**src/hw/rtl/assert_macros.svh**
```systemverilog
// Assertion helpers used by the chain builder core.
`ifndef ASSERT_MACROS_SVH
`define ASSERT_MACROS_SVH

// Same-cycle implication, disabled while reset is asserted.
`define DCB_ASSERT_IMPL(label, ck, rn, ante, cons) \
    label: assert property (@(posedge ck) disable iff (!rn) (ante) |-> (cons)) \
        else $error("dcb: same-cycle check failed");

// Next-cycle implication, disabled while reset is asserted.
`define DCB_ASSERT_NEXT(label, ck, rn, ante, cons) \
    label: assert property (@(posedge ck) disable iff (!rn) (ante) |=> (cons)) \
        else $error("dcb: next-cycle check failed");

`endif

```
**src/hw/rtl/dcb_pkg.sv**
```systemverilog
`default_nettype none

package dcb_pkg;

    // Build-time limits of the chain builder.
    localparam int MAX_CHUNK_BYTES = 4096;
    localparam int MAX_CHUNKS      = 32;
    localparam int NUM_CHANNELS    = 8;

    // Field widths.
    localparam int ADDR_W   = 32;
    localparam int LEN_W    = 18;
    localparam int CH_W     = 3;
    localparam int STRIDE_W = 21;
    localparam int SIZE_W   = 9;
    localparam int IDX_W    = 16;
    localparam int BEAT_W   = 10;
    localparam int CTL_W    = 64;
    localparam int MUL_W    = STRIDE_W + IDX_W;

    // Derived constants.
    localparam logic [ADDR_W-1:0] CHUNK_BYTES32 = ADDR_W'(MAX_CHUNK_BYTES);
    localparam logic [ADDR_W-1:0] PAYLOAD_CAP32 = ADDR_W'(MAX_CHUNKS * MAX_CHUNK_BYTES - 1);
    localparam logic [BEAT_W-1:0] CHUNK_BEATS   = BEAT_W'((MAX_CHUNK_BYTES / 8) % 1024);
    localparam logic [LEN_W-1:0]  LEN_OFFSET    = LEN_W'(8);
    localparam logic [CH_W-1:0]   LAST_CHANNEL  = CH_W'(NUM_CHANNELS - 1);

    // Control words written into descriptors.
    localparam logic [CTL_W-1:0] CTL_FINAL  = 64'hc0ff_ffc0_4008_9b00;
    localparam logic [CTL_W-1:0] CTL_LINKED = 64'h80ff_ffc0_4008_9b00;

    // Configuration register indexes.
    localparam logic [1:0] REG_DESC_BASE   = 2'd0;
    localparam logic [1:0] REG_CHAN_STRIDE = 2'd1;
    localparam logic [1:0] REG_DESC_SIZE   = 2'd2;

    // Kinds of result words.
    typedef enum logic [1:0] {
        KIND_DESC  = 2'd0,
        KIND_PATCH = 2'd1,
        KIND_START = 2'd2
    } result_kind_t;

    // One result word.
    typedef struct packed {
        result_kind_t        kind;
        logic [ADDR_W-1:0]   slot_address;
        logic [ADDR_W-1:0]   chunk_dest;
        logic [ADDR_W-1:0]   chunk_source;
        logic [BEAT_W-1:0]   beat_count;
        logic [ADDR_W-1:0]   next_pointer;
        logic [CTL_W-1:0]    control_word;
        logic [CH_W-1:0]     channel_index;
        logic                last_result;
    } result_t;

    // Request to the shared multiply-add unit: acc = addend + mult_a * mult_b.
    typedef struct packed {
        logic                go;
        logic [ADDR_W-1:0]   addend;
        logic [STRIDE_W-1:0] mult_a;
        logic [IDX_W-1:0]    mult_b;
    } mac_req_t;

endpackage

`default_nettype wire

```
**src/hw/rtl/dcb_addr_mac.sv**
```systemverilog
`default_nettype none

module dcb_addr_mac
(
    input  wire logic                       clk,
    input  wire logic                       rst_n,
    input  wire dcb_pkg::mac_req_t          req,
    output logic [dcb_pkg::ADDR_W-1:0]      acc
);
    import dcb_pkg::*;

    logic [MUL_W-1:0]  prod;
    logic [ADDR_W-1:0] acc_reg;
    logic [ADDR_W-1:0] acc_next;

    // Multiply-add; addresses wrap modulo 2^32.
    always_comb
    begin
        prod     = MUL_W'(req.mult_a) * MUL_W'(req.mult_b);
        acc_next = req.go ? (req.addend + prod[ADDR_W-1:0]) : acc_reg;
    end

    always_ff @(posedge clk or negedge rst_n)
    begin
        if (!rst_n)
        begin
            acc_reg <= '0;
        end
        else
        begin
            acc_reg <= acc_next;
        end
    end

    assign acc = acc_reg;

endmodule

`default_nettype wire

```
**src/hw/rtl/dcb_result_buf.sv**
```systemverilog
`default_nettype none

module dcb_result_buf
(
    input  wire logic                       clk,
    input  wire logic                       rst_n,
    input  wire logic                       push_valid,
    input  wire dcb_pkg::result_t           push_data,
    output logic                            push_ready,
    output logic                            out_valid,
    input  wire logic                       out_stall,
    output logic [1:0]                      result_kind,
    output logic [dcb_pkg::ADDR_W-1:0]      slot_address,
    output logic [dcb_pkg::ADDR_W-1:0]      chunk_dest,
    output logic [dcb_pkg::ADDR_W-1:0]      chunk_source,
    output logic [dcb_pkg::BEAT_W-1:0]      beat_count,
    output logic [dcb_pkg::ADDR_W-1:0]      next_pointer,
    output logic [dcb_pkg::CTL_W-1:0]       control_word,
    output logic [dcb_pkg::CH_W-1:0]        channel_index,
    output logic                            last_result
);
    import dcb_pkg::*;

    logic    valid_reg;
    logic    valid_next;
    result_t data_reg;
    result_t data_next;

    // A new word may enter when the register is empty or drains this cycle.
    assign push_ready = !valid_reg || !out_stall;

    always_comb
    begin
        valid_next = valid_reg;
        data_next  = data_reg;
        if (push_valid && push_ready)
        begin
            valid_next = 1'b1;
            data_next  = push_data;
        end
        else if (!out_stall)
        begin
            valid_next = 1'b0;
        end
    end

    always_ff @(posedge clk or negedge rst_n)
    begin
        if (!rst_n)
        begin
            valid_reg <= 1'b0;
            data_reg  <= '0;
        end
        else
        begin
            valid_reg <= valid_next;
            data_reg  <= data_next;
        end
    end

    // Output word fields.
    assign out_valid     = valid_reg;
    assign result_kind   = data_reg.kind;
    assign slot_address  = data_reg.slot_address;
    assign chunk_dest    = data_reg.chunk_dest;
    assign chunk_source  = data_reg.chunk_source;
    assign beat_count    = data_reg.beat_count;
    assign next_pointer  = data_reg.next_pointer;
    assign control_word  = data_reg.control_word;
    assign channel_index = data_reg.channel_index;
    assign last_result   = data_reg.last_result;

endmodule

`default_nettype wire

```
**src/hw/rtl/dma_descriptor_chain_builder_core.sv**
```systemverilog
// A taken request runs through S_CHAN, S_CUR and S_LOAD, then S_PATCH when a round is open,
// then S_CHUNK, with an S_LINK step for every full chunk, and S_START if it ends the round.
// The patch, chunk and start words wait while the output register is full and stalled.
// The shared address multiply-add unit forms the channel area and each slot address.
// The next request is taken the cycle after the last result word enters the output register.
// Reset: config registers return to base 0, stride 4096, size 64; no round is open.
`default_nettype none

module dma_descriptor_chain_builder_core
(
    input  wire logic                       clk,
    input  wire logic                       rst_n,
    // Configuration write port.
    input  wire logic                       cfg_write_enable,
    input  wire logic [1:0]                 cfg_index,
    input  wire logic [dcb_pkg::ADDR_W-1:0] cfg_write_data,
    // Request channel.
    input  wire logic                       in_valid,
    output logic                            in_stall,
    input  wire logic [dcb_pkg::ADDR_W-1:0] dest_address,
    input  wire logic [dcb_pkg::ADDR_W-1:0] source_address,
    input  wire logic [dcb_pkg::LEN_W-1:0]  length_bytes,
    input  wire logic                       ends_round,
    input  wire logic [dcb_pkg::CH_W-1:0]   granted_channel,
    // Result channel.
    output logic                            out_valid,
    input  wire logic                       out_stall,
    output logic [1:0]                      result_kind,
    output logic [dcb_pkg::ADDR_W-1:0]      slot_address,
    output logic [dcb_pkg::ADDR_W-1:0]      chunk_dest,
    output logic [dcb_pkg::ADDR_W-1:0]      chunk_source,
    output logic [dcb_pkg::BEAT_W-1:0]      beat_count,
    output logic [dcb_pkg::ADDR_W-1:0]      next_pointer,
    output logic [dcb_pkg::CTL_W-1:0]       control_word,
    output logic [dcb_pkg::CH_W-1:0]        channel_index,
    output logic                            last_result
);
    import dcb_pkg::*;

`include "assert_macros.svh"

    typedef enum logic [2:0] {
        S_IDLE,
        S_CHAN,
        S_CUR,
        S_LOAD,
        S_PATCH,
        S_CHUNK,
        S_LINK,
        S_START
    } state_t;

    // Configuration registers.
    logic [ADDR_W-1:0]   base_reg;
    logic [STRIDE_W-1:0] stride_reg;
    logic [SIZE_W-1:0]   size_reg;

    // Sequencer and round state.
    state_t            state_reg,        state_next;
    logic              round_open_reg,   round_open_next;
    logic [CH_W-1:0]   round_channel_reg, round_channel_next;
    logic [IDX_W-1:0]  slot_reg,         slot_next;
    logic [ADDR_W-1:0] pending_tail_reg, pending_tail_next;
    logic [ADDR_W-1:0] chan_base_reg,    chan_base_next;
    logic [ADDR_W-1:0] cur_reg,          cur_next;
    logic [ADDR_W-1:0] dst_reg,          dst_next;
    logic [ADDR_W-1:0] src_reg,          src_next;
    logic [LEN_W-1:0]  left_reg,         left_next;
    logic              ends_reg,         ends_next;
    logic              patch_reg,        patch_next;

    logic              accept;
    logic [LEN_W-1:0]  payload_raw;
    logic [LEN_W-1:0]  payload_sat;
    logic [CH_W-1:0]   channel_clamped;
    logic              full_chunk;

    mac_req_t          mac_req;
    logic [ADDR_W-1:0] mac_acc;
    logic              push_valid;
    result_t           push_data;
    logic              buf_ready;

    // Configuration writes.
    always_ff @(posedge clk or negedge rst_n)
    begin
        if (!rst_n)
        begin
            base_reg   <= '0;
            stride_reg <= STRIDE_W'(4096);
            size_reg   <= SIZE_W'(64);
        end
        else if (cfg_write_enable)
        begin
            unique case (cfg_index)
                REG_DESC_BASE:   base_reg   <= cfg_write_data;
                REG_CHAN_STRIDE: stride_reg <= cfg_write_data[STRIDE_W-1:0];
                REG_DESC_SIZE:   size_reg   <= cfg_write_data[SIZE_W-1:0];
                default:         base_reg   <= base_reg;
            endcase
        end
    end

    // Request decode: payload with saturation, channel clamp.
    always_comb
    begin
        payload_raw = (length_bytes >= LEN_OFFSET) ? (length_bytes - LEN_OFFSET) : '0;
        payload_sat = (ADDR_W'(payload_raw) > PAYLOAD_CAP32) ? LEN_W'(PAYLOAD_CAP32)
                                                             : payload_raw;
        channel_clamped = ({1'b0, granted_channel} >= (CH_W + 1)'(NUM_CHANNELS))
                          ? LAST_CHANNEL : granted_channel;
    end

    assign in_stall   = (state_reg != S_IDLE);
    assign accept     = in_valid && !in_stall;
    assign full_chunk = (ADDR_W'(left_reg) >= CHUNK_BYTES32);

    // Sequencer next-state logic.
    always_comb
    begin
        state_next         = state_reg;
        round_open_next    = round_open_reg;
        round_channel_next = round_channel_reg;
        slot_next          = slot_reg;
        pending_tail_next  = pending_tail_reg;
        chan_base_next     = chan_base_reg;
        cur_next           = cur_reg;
        dst_next           = dst_reg;
        src_next           = src_reg;
        left_next          = left_reg;
        ends_next          = ends_reg;
        patch_next         = patch_reg;
        mac_req            = '0;
        push_valid         = 1'b0;
        push_data          = '0;
        push_data.channel_index = round_channel_reg;

        unique case (state_reg)
            S_IDLE:
            begin
                if (accept)
                begin
                    dst_next   = dest_address;
                    src_next   = source_address;
                    left_next  = payload_sat;
                    ends_next  = ends_round;
                    patch_next = round_open_reg;
                    if (!round_open_reg)
                    begin
                        round_channel_next = channel_clamped;
                        slot_next          = '0;
                        round_open_next    = 1'b1;
                    end
                    else
                    begin
                        slot_next = slot_reg + IDX_W'(1);
                    end
                    state_next = S_CHAN;
                end
            end
            S_CHAN:
            begin
                // Channel area: base + channel * stride.
                mac_req.go     = 1'b1;
                mac_req.addend = base_reg;
                mac_req.mult_a = stride_reg;
                mac_req.mult_b = IDX_W'(round_channel_reg);
                state_next     = S_CUR;
            end
            S_CUR:
            begin
                // First slot of this request: channel area + size * slot.
                chan_base_next = mac_acc;
                mac_req.go     = 1'b1;
                mac_req.addend = mac_acc;
                mac_req.mult_a = STRIDE_W'(size_reg);
                mac_req.mult_b = slot_reg;
                state_next     = S_LOAD;
            end
            S_LOAD:
            begin
                cur_next   = mac_acc;
                state_next = patch_reg ? S_PATCH : S_CHUNK;
            end
            S_PATCH:
            begin
                // Link the previous round tail to this request's first slot.
                if (buf_ready)
                begin
                    push_valid             = 1'b1;
                    push_data.kind         = KIND_PATCH;
                    push_data.slot_address = pending_tail_reg;
                    push_data.next_pointer = cur_reg;
                    state_next             = S_CHUNK;
                end
            end
            S_CHUNK:
            begin
                if (full_chunk)
                begin
                    // Address of the following slot.
                    slot_next      = slot_reg + IDX_W'(1);
                    mac_req.go     = 1'b1;
                    mac_req.addend = chan_base_reg;
                    mac_req.mult_a = STRIDE_W'(size_reg);
                    mac_req.mult_b = slot_reg + IDX_W'(1);
                    state_next     = S_LINK;
                end
                else if (buf_ready)
                begin
                    // Final chunk holds the remainder and points to itself.
                    push_valid             = 1'b1;
                    push_data.kind         = KIND_DESC;
                    push_data.slot_address = cur_reg;
                    push_data.chunk_dest   = dst_reg;
                    push_data.chunk_source = src_reg;
                    push_data.beat_count   = BEAT_W'(left_reg >> 3);
                    push_data.next_pointer = cur_reg;
                    push_data.control_word = ends_reg ? CTL_FINAL : CTL_LINKED;
                    push_data.last_result  = !ends_reg;
                    if (ends_reg)
                    begin
                        state_next = S_START;
                    end
                    else
                    begin
                        pending_tail_next = cur_reg;
                        state_next        = S_IDLE;
                    end
                end
            end
            S_LINK:
            begin
                // Full chunk linked to the next slot.
                if (buf_ready)
                begin
                    push_valid             = 1'b1;
                    push_data.kind         = KIND_DESC;
                    push_data.slot_address = cur_reg;
                    push_data.chunk_dest   = dst_reg;
                    push_data.chunk_source = src_reg;
                    push_data.beat_count   = CHUNK_BEATS;
                    push_data.next_pointer = mac_acc;
                    push_data.control_word = CTL_LINKED;
                    cur_next               = mac_acc;
                    dst_next               = dst_reg + CHUNK_BYTES32;
                    src_next               = src_reg + CHUNK_BYTES32;
                    left_next              = left_reg - LEN_W'(MAX_CHUNK_BYTES);
                    state_next             = S_CHUNK;
                end
            end
            S_START:
            begin
                // Channel start points at slot zero of the round.
                if (buf_ready)
                begin
                    push_valid             = 1'b1;
                    push_data.kind         = KIND_START;
                    push_data.slot_address = chan_base_reg;
                    push_data.last_result  = 1'b1;
                    round_open_next        = 1'b0;
                    state_next             = S_IDLE;
                end
            end
            default:
            begin
                state_next = S_IDLE;
            end
        endcase
    end

    always_ff @(posedge clk or negedge rst_n)
    begin
        if (!rst_n)
        begin
            state_reg         <= S_IDLE;
            round_open_reg    <= 1'b0;
            round_channel_reg <= '0;
            slot_reg          <= '0;
            pending_tail_reg  <= '0;
            chan_base_reg     <= '0;
            cur_reg           <= '0;
            dst_reg           <= '0;
            src_reg           <= '0;
            left_reg          <= '0;
            ends_reg          <= 1'b0;
            patch_reg         <= 1'b0;
        end
        else
        begin
            state_reg         <= state_next;
            round_open_reg    <= round_open_next;
            round_channel_reg <= round_channel_next;
            slot_reg          <= slot_next;
            pending_tail_reg  <= pending_tail_next;
            chan_base_reg     <= chan_base_next;
            cur_reg           <= cur_next;
            dst_reg           <= dst_next;
            src_reg           <= src_next;
            left_reg          <= left_next;
            ends_reg          <= ends_next;
            patch_reg         <= patch_next;
        end
    end

    // Shared slot address unit.
    dcb_addr_mac u_addr_mac
    (
        .clk     (clk),
        .rst_n   (rst_n),
        .req     (mac_req),
        .acc     (mac_acc)
    );

    // Output register.
    dcb_result_buf u_result_buf
    (
        .clk           (clk),
        .rst_n         (rst_n),
        .push_valid    (push_valid),
        .push_data     (push_data),
        .push_ready    (buf_ready),
        .out_valid     (out_valid),
        .out_stall     (out_stall),
        .result_kind   (result_kind),
        .slot_address  (slot_address),
        .chunk_dest    (chunk_dest),
        .chunk_source  (chunk_source),
        .beat_count    (beat_count),
        .next_pointer  (next_pointer),
        .control_word  (control_word),
        .channel_index (channel_index),
        .last_result   (last_result)
    );

    // The sequencer only writes the output register when it has room.
    `DCB_ASSERT_IMPL(a_push_has_room, clk, rst_n, push_valid, buf_ready)
    // A taken request always begins with the channel area computation.
    `DCB_ASSERT_NEXT(a_accept_starts, clk, rst_n, accept, state_reg == S_CHAN)
    // A link patch always targets the tail left by the previous request.
    `DCB_ASSERT_IMPL(a_patch_tail, clk, rst_n, push_valid && push_data.kind == KIND_PATCH,
        push_data.slot_address == pending_tail_reg)
    // A channel start closes the round.
    `DCB_ASSERT_NEXT(a_start_closes, clk, rst_n, push_valid && push_data.kind == KIND_START,
        !round_open_reg && state_reg == S_IDLE)

endmodule

`default_nettype wire

```
**config.mk**
```make
export PLATFORM = sky130hd
export DESIGN_NAME = dma_descriptor_chain_builder_core
export DESIGN_NICKNAME = d
export VERILOG_FILES = /design/src/hw/rtl/dcb_pkg.sv /design/src/hw/rtl/dcb_addr_mac.sv /design/src/hw/rtl/dcb_result_buf.sv /design/src/hw/rtl/dma_descriptor_chain_builder_core.sv
export VERILOG_INCLUDE_DIRS = /design/src /design/src/hw/rtl
export SDC_FILE = /design/constraint.sdc
export NUM_CORES = 1
export LEC_CHECK = 0
export BUFFER_PORTS_ARGS = -buffer_cell sky130_fd_sc_hd__buf_2
export CAP_MARGIN = 20
export CORE_ASPECT_RATIO = 1.5
export CORE_MARGIN = 4
export CORE_UTILIZATION = 53
export DETAILED_ROUTE_END_ITERATION = 8
export HOLD_SLACK_MARGIN = 0.08
export MAX_ROUTING_LAYER = met4
export PLACE_DENSITY = 0.76
export SLEW_MARGIN = 10
export SYNTH_ARGS = -nofsm -noshare
export SYNTH_HDL_FRONTEND = slang
export SYNTH_SLANG_ARGS = --single-unit
```
**constraint.sdc**
```tcl
create_clock -name clk -period 6.9 [get_ports clk]
set_clock_uncertainty 0.1 [all_clocks]
set_input_delay 0.345 -clock clk [delete_from_list [all_inputs] [get_ports clk]]
set_output_delay 0.345 -clock clk [all_outputs]
set_load 0.005 [all_outputs]
```
# Word level (Yosys, flattened, before mapping)
# Index checks and enable logic that the tools add are counted.
# word_totals
ff_bits	506
latchBits	0
ramBits	0
mem_bits_ro	0
in_bits	125
output_inout_bits	210
wordCells	131
memories	0
# op_classes
add_sub_neg	6
multipliers	1
div	0
magnitude_cmp	3
n_eq_ne	16
shift	0
mux	49
n_bitwise	3
n_reduce_logical	27
# ops
op	n
$mux 202	3
$pmux 70 s3	1
$mux 32	6
$pmux 32 s2	3
$pmux 74 s2	1
$pmux 34 s4	1
$pmux 64 s2	1
$pmux 32 s3	1
$mux 18	4
$mux 70	1
$add 32x13->32 const B	2
$mux 63	1
$mux 16	3
$pmux 18 s2	1
$mux 34	1
$mux 33	1
$add 32x32->32	1
$mul 21x16->32	1
$pmux 16 s2	1
$pmux 3 s7	1
$ge 18x13->1 const B	1
$ge 18x4->1 const B	1
$gt 18x17->1 const B	1
$mux 3	6
other kinds (26)	61

# Logic depth before layout (Yosys ltp)
# logic_depth
ltp_word	7
ltp_mapped	31
ltp_nobuf	28

# Cells and area by module
# From an unflattened synthesis, not the netlist that was laid out.
# hier_totals
cells_unflattened	3301
hier_area_um2	34659.5
# by_module_without_submodules
mod	n_inst	cells_each	area_per_inst_um2	seq_area_each_um2
dma_descriptor_chain_builder_core	1	1499	14253.7	6633.9
dcb_addr_mac	1	1359	12228.0	800.8
dcb_result_buf	1	443	8177.8	5230.0

# Worst setup path after synthesis
# Ideal clock, no wire load.
# synth_path
path_kind	register to register
from	reg left_reg[12]
to	reg u_addr_mac.acc_reg[25], in the netlist u_addr_mac.acc[25]
setup_time_ps	69
arrival_time_ps	7046
t_required_ps	6731
slack_ps	-315
stages_incl_launch_ff	29
n_path_buf	2
period_less_slack_ps	7215
path_cell_list	dfrtp_1 > inv_1 > ha_1 > or4b_4 > nor2_4 > a211o_1 > buf_6 > nand2_4 > buf_6 > a22oi_2 > nor2_1 > fa_1 > inv_1 > fa_1 > fa_1 > inv_1 > fa_1 > fa_1 > inv_1 > fa_1 > inv_1 > ha_1 > a21oi_1 > o21ai_0 > nor2_1 > a21oi_1 > a221oi_1 > or4b_2 > nand3_1
# synth_via
elab_chain_cells	5
# synth_rtl
item	line_no	text
from (decl)	dma_descriptor_chain_builder_core.sv:68	logic [LEN_W-1:0] left_reg, left_next;
from (signal assigned)	dma_descriptor_chain_builder_core.sv:300	left_reg <= left_next;
$ge 18x13->1 (*)	dma_descriptor_chain_builder_core.sv:116	assign full_chunk = (ADDR_W'(left_reg) >= CHUNK_BYTES32);
$mux 70 (*)	dma_descriptor_chain_builder_core.sv:199	if (full_chunk)
$pmux 70 s3 (*)	dma_descriptor_chain_builder_core.sv:138	unique case (state_reg)
$mul 21x16->32	dcb_addr_mac.sv:19	prod = MUL_W'(req.mult_a) * MUL_W'(req.mult_b);
$add 32x32->32	dcb_addr_mac.sv:20	acc_next = req.go ? (req.addend + prod[ADDR_W-1:0]) : acc_reg;
to (signal assigned)	dcb_addr_mac.sv:31	acc_reg <= acc_next;
to (decl)	dcb_addr_mac.sv:13	logic [ADDR_W-1:0] acc_reg;
# Mark *: on every way between the ends. The rest lies on a longest branch, timed or not.
# A chain may end at the register's enable or synchronous reset.

# Worst setup path after layout
# layout_path
from	reg left_reg[13]
to	reg u_addr_mac.acc_reg[28], in the netlist u_addr_mac.acc[28]
# Same word-level chain as after synthesis.

==> impl_metrics.json <==
{
  "outcome": "finished, violations left",
  "violations": "DRC, setup timing",
  "yosysTopAreaCell": "dfrtp_1",
  "seq_area_frac_synth": 0.369,
  "first_pass_iters": 9,
  "power_leakage_nw": 18.7,
  "core_um2": 56000,
  "final-instance-count-excl-fill": 4391,
  "multiInputGateArea_um2": 17500,
  "initial_core_util": 0.538,
  "synth_top_area_frac": 0.367,
  "seqCellArea_um2": 11100,
  "reg2reg_depth": 30,
  "rsz0062_at_grt": "true",
  "synth-compound-area-share": 0.134,
  "ant_nets": 0,
  "power_w": 0.0188,
  "min_period_ns": 7.19,
  "cts_sinks": 444,
  "final_max_slew_viol_count": 0,
  "die_w_um": 203,
  "dp_cells": 4198,
  "worst_slack_ns": -0.293,
  "min_period_over_period": 1.04,
  "crit_path_top_delay_cell": "fa_1",
  "gp_congestion": 0.943,
  "cp_data_required_time_ns": 7.24,
  "area.growth.synth_to_final_pct": 22.2,
  "wl_per_cell_um": 19.4,
  "route.met3.wl_um": 6850,
  "min_to": "left_reg[8]",
  "slowest_delay_ns": 0.54,
  "peakVddDrop_v": 0.000545,
  "fin_area_um2": 36800,
  "track_usage": 0.291,
  "clock.fmax_ghz": 0.139,
  "p_per_area_nw_per_um2": 509,
  "grt_overflow_total": 0,
  "netlist_instances": 2975,
  "r2r_end": "u_addr_mac.acc[28]",
  "r2r_slack_ns": -0.29,
  "dr_wl_met2_um": 43800,
  "hold_viol": 0,
  "whs_ns": 0.106,
  "antenna_found_initial": 2,
  "drc": 8,
  "max_cap_violations": 0,
  "synthArstFlopShare": 1.00,
  "reg2reg_from": "left_reg[13]",
  "synth_edf_count": 0,
  "grt_max_degree": 159,
  "path_clk_slew_ns": 0.07,
  "clock_path_buffers": 3,
  "cp_common_cell": "fa_1",
  "clock_latency_ns": 0.57,
  "ioPinCount": 335,
  "hold_class": "input pin to flop",
  "cts_made_buffers": 42,
  "placedInstanceArea_um2": 34000,
  "ys_top_cells_by_area": "dfrtp_1 (37%), fa_1 (19%), nand2_1 (5.4%)",
  "io_buffers": 297,
  "h-tree-depth": 2,
  "synth_warnings": 0,
  "drt-initial-drc-count": 2017,
  "synthFlopType": "dfrtp_1",
  "hold_start": "length_bytes[8]",
  "cp.arrival_ns": 7.53,
  "finalWirelength_um": 85300,
  "synth-simple-area-share": 0.116,
  "synth-seq-cells": 444,
  "synth_area_um2": 30100,
  "grt_pass1_vias": 26100,
  "dp_worst_setup_slack_ns": -0.496,
  "clockRootBuffer": "clkbuf_16",
  "synth.distinct_cells": 82,
  "die_y_um": 300,
  "viasPerCell": 5.55,
  "vias": 24400,
  "fillers": 4289,
  "cp_max_fo": 13,
  "grt_pass1_wl_um": 138000,
  "nets": 4102,
  "die_area_um2": 60800,
  "relSlewSlack": 0.277,
  "finalSetupViolations": 17,
  "synth_top_family_by_area": "adder cells",
  "worstSetupStartpointType": "flop",
  "std_cell_rows": 106,
  "synthXorXnorAreaFrac": 0.0127,
  "top_layer_used": "met4",
  "drive_above_1_share": 0.231,
  "tightest_slew_ns": 1.08,
  "whs_path_depth": 5,
  "cts_tree": "done",
  "muxShareOfSynthArea": 0.0497,
  "wl_met1_um": 30300,
  "synth_adder_area_share": 0.228,
  "crit_path_end_kind": "flop",
  "path_class": "flop to flop",
  "dp_hpwl_um": 62600,
  "syn_avg_cell_area_um2": 10.1
}
==> Yosys cell counts, drive strengths merged (7+ instances only) <==
cell type and instances:
a222oi 95, buf 112, a21o 12, a22o 87, and3 23, dfrtp 442, a31oi 9, inv 426
nor3 25, mux2 132, o31ai 18, o22ai 17, and2 23, nor2 142, nand2 436, nand2b 12
a21oi 112, nor4 7, clkbuf 98, nand3 70, o21ai 124, a22oi 17, xnor2 25, or3 9
xor2 18, o211ai 10, or2 8, ha 89, fa 287, nand4 8
==> through the flow <==
step / setup TNS [ns] / utilization
2_1_floorplan: -0.330 / -
3_3_place_gp: -3.93 / 0.607
3_5_place_dp: -4.76 / 0.607
4_1_cts: -3.20 / 0.656
5_1_grt: -7.59 / 0.658
6_report: -2.69 / 0.658
==> final cells by class <==
type                       count  area share
multi-input combinational   2070       0.474
sequential                   444       0.302
timing repair buffer         616       0.116
inverter                     427      0.0435
clock buffer                  56      0.0333
tap                          756      0.0257
clock inverter                21     0.00554
antenna                        1   0.0000679
==> worst max-delay path by stage <==
stage | endpoint | slack [ns] | start | cells past startpoint
floorplan | u_addr_mac.acc[30] | -0.10 | left_reg[12] | 28
global placement | u_addr_mac.acc[30] | -0.39 | left_reg[13] | 28
detailed placement | u_addr_mac.acc[25] | -0.50 | left_reg[13] | 25
CTS | u_addr_mac.acc[28] | -0.32 | left_reg[13] | 30
global route | u_addr_mac.acc[28] | -0.55 | left_reg[13] | 30
finish | u_addr_mac.acc[28] | -0.29 | left_reg[13] | 30
==> where the power goes <==
part	internal, W	leakage (nW)	total, W	switching [W]
Sequential	0.00359	5.62	0.00451	0.000921
Clock	0.00134	0.711	0.00241	0.00107
Combinational	0.00542	12.3	0.0118	0.00642
==> timing repair <==
| item | CTS | global route |
|---|---|---|
| endpoints found under the setup margin | 17 | 23 |
| pin swaps | 10 | 14 |
| hold buffers | 103 | 0 |
| buffers inserted | 9 | 3 |
| endpoints found under the hold margin | 245 | 0 |
| gates resized for setup | 38 | 34 |
==> cell usage in the layout (no fill, tap or decap), types with 13 or more instances in the layout <==
master	synthesis	layout
buf_4	65	203
xor2_1	18	17
buf_2	27	296
a22o_1	84	80
and2_1	23	23
inv_1	426	420
a21oi_1	108	99
mux2_2	131	131
nor3_1	22	21
o22ai_1	17	17
o21ai_0	104	89
nor2_1	141	132
conb_1	2	178
o21ai_1	18	24
fa_1	287	281
o31ai_1	13	13
and3_1	23	23
dlygate4sd3_1	0	103
ha_1	89	75
dfrtp_1	442	442
clkbuf_16	0	43
xnor2_1	24	23
nand2_1	433	425
a222oi_1	95	95
nand3_1	70	68
==> per-layer routing <==
metal / track usage / up-vias
met5: - / -
met2: 0.503 / 1048
met4: 0.123 / 0
met3: 0.0561 / 240
met1: 0.333 / 12100
li1: - / 11000
==> kinds of logic (layout without fill, tap and decap cells) <==
family	Yosys count	in the layout
AOI/OAI and AO/OA	550	550
xor gates and xnor gates	43	43
adders and majority gates	376	376
buffers and inverters	637	1120
DFF	444	444
other	2	179
and+or+nand+nor	790	790
muxes	133	133
==> worst max-delay path: cells and delay by family, from the launching register on <==
kind,cells,cell delay [ns]
adders and majority gates,8,3.47
and+or+nand+nor,7,1.25
AOI/OAI and AO/OA,6,1.08
buffers and inverters,8,0.63
DFF,1,0.39
xor gates and xnor gates,1,0.14
Power figures use the tool's default switching activity.
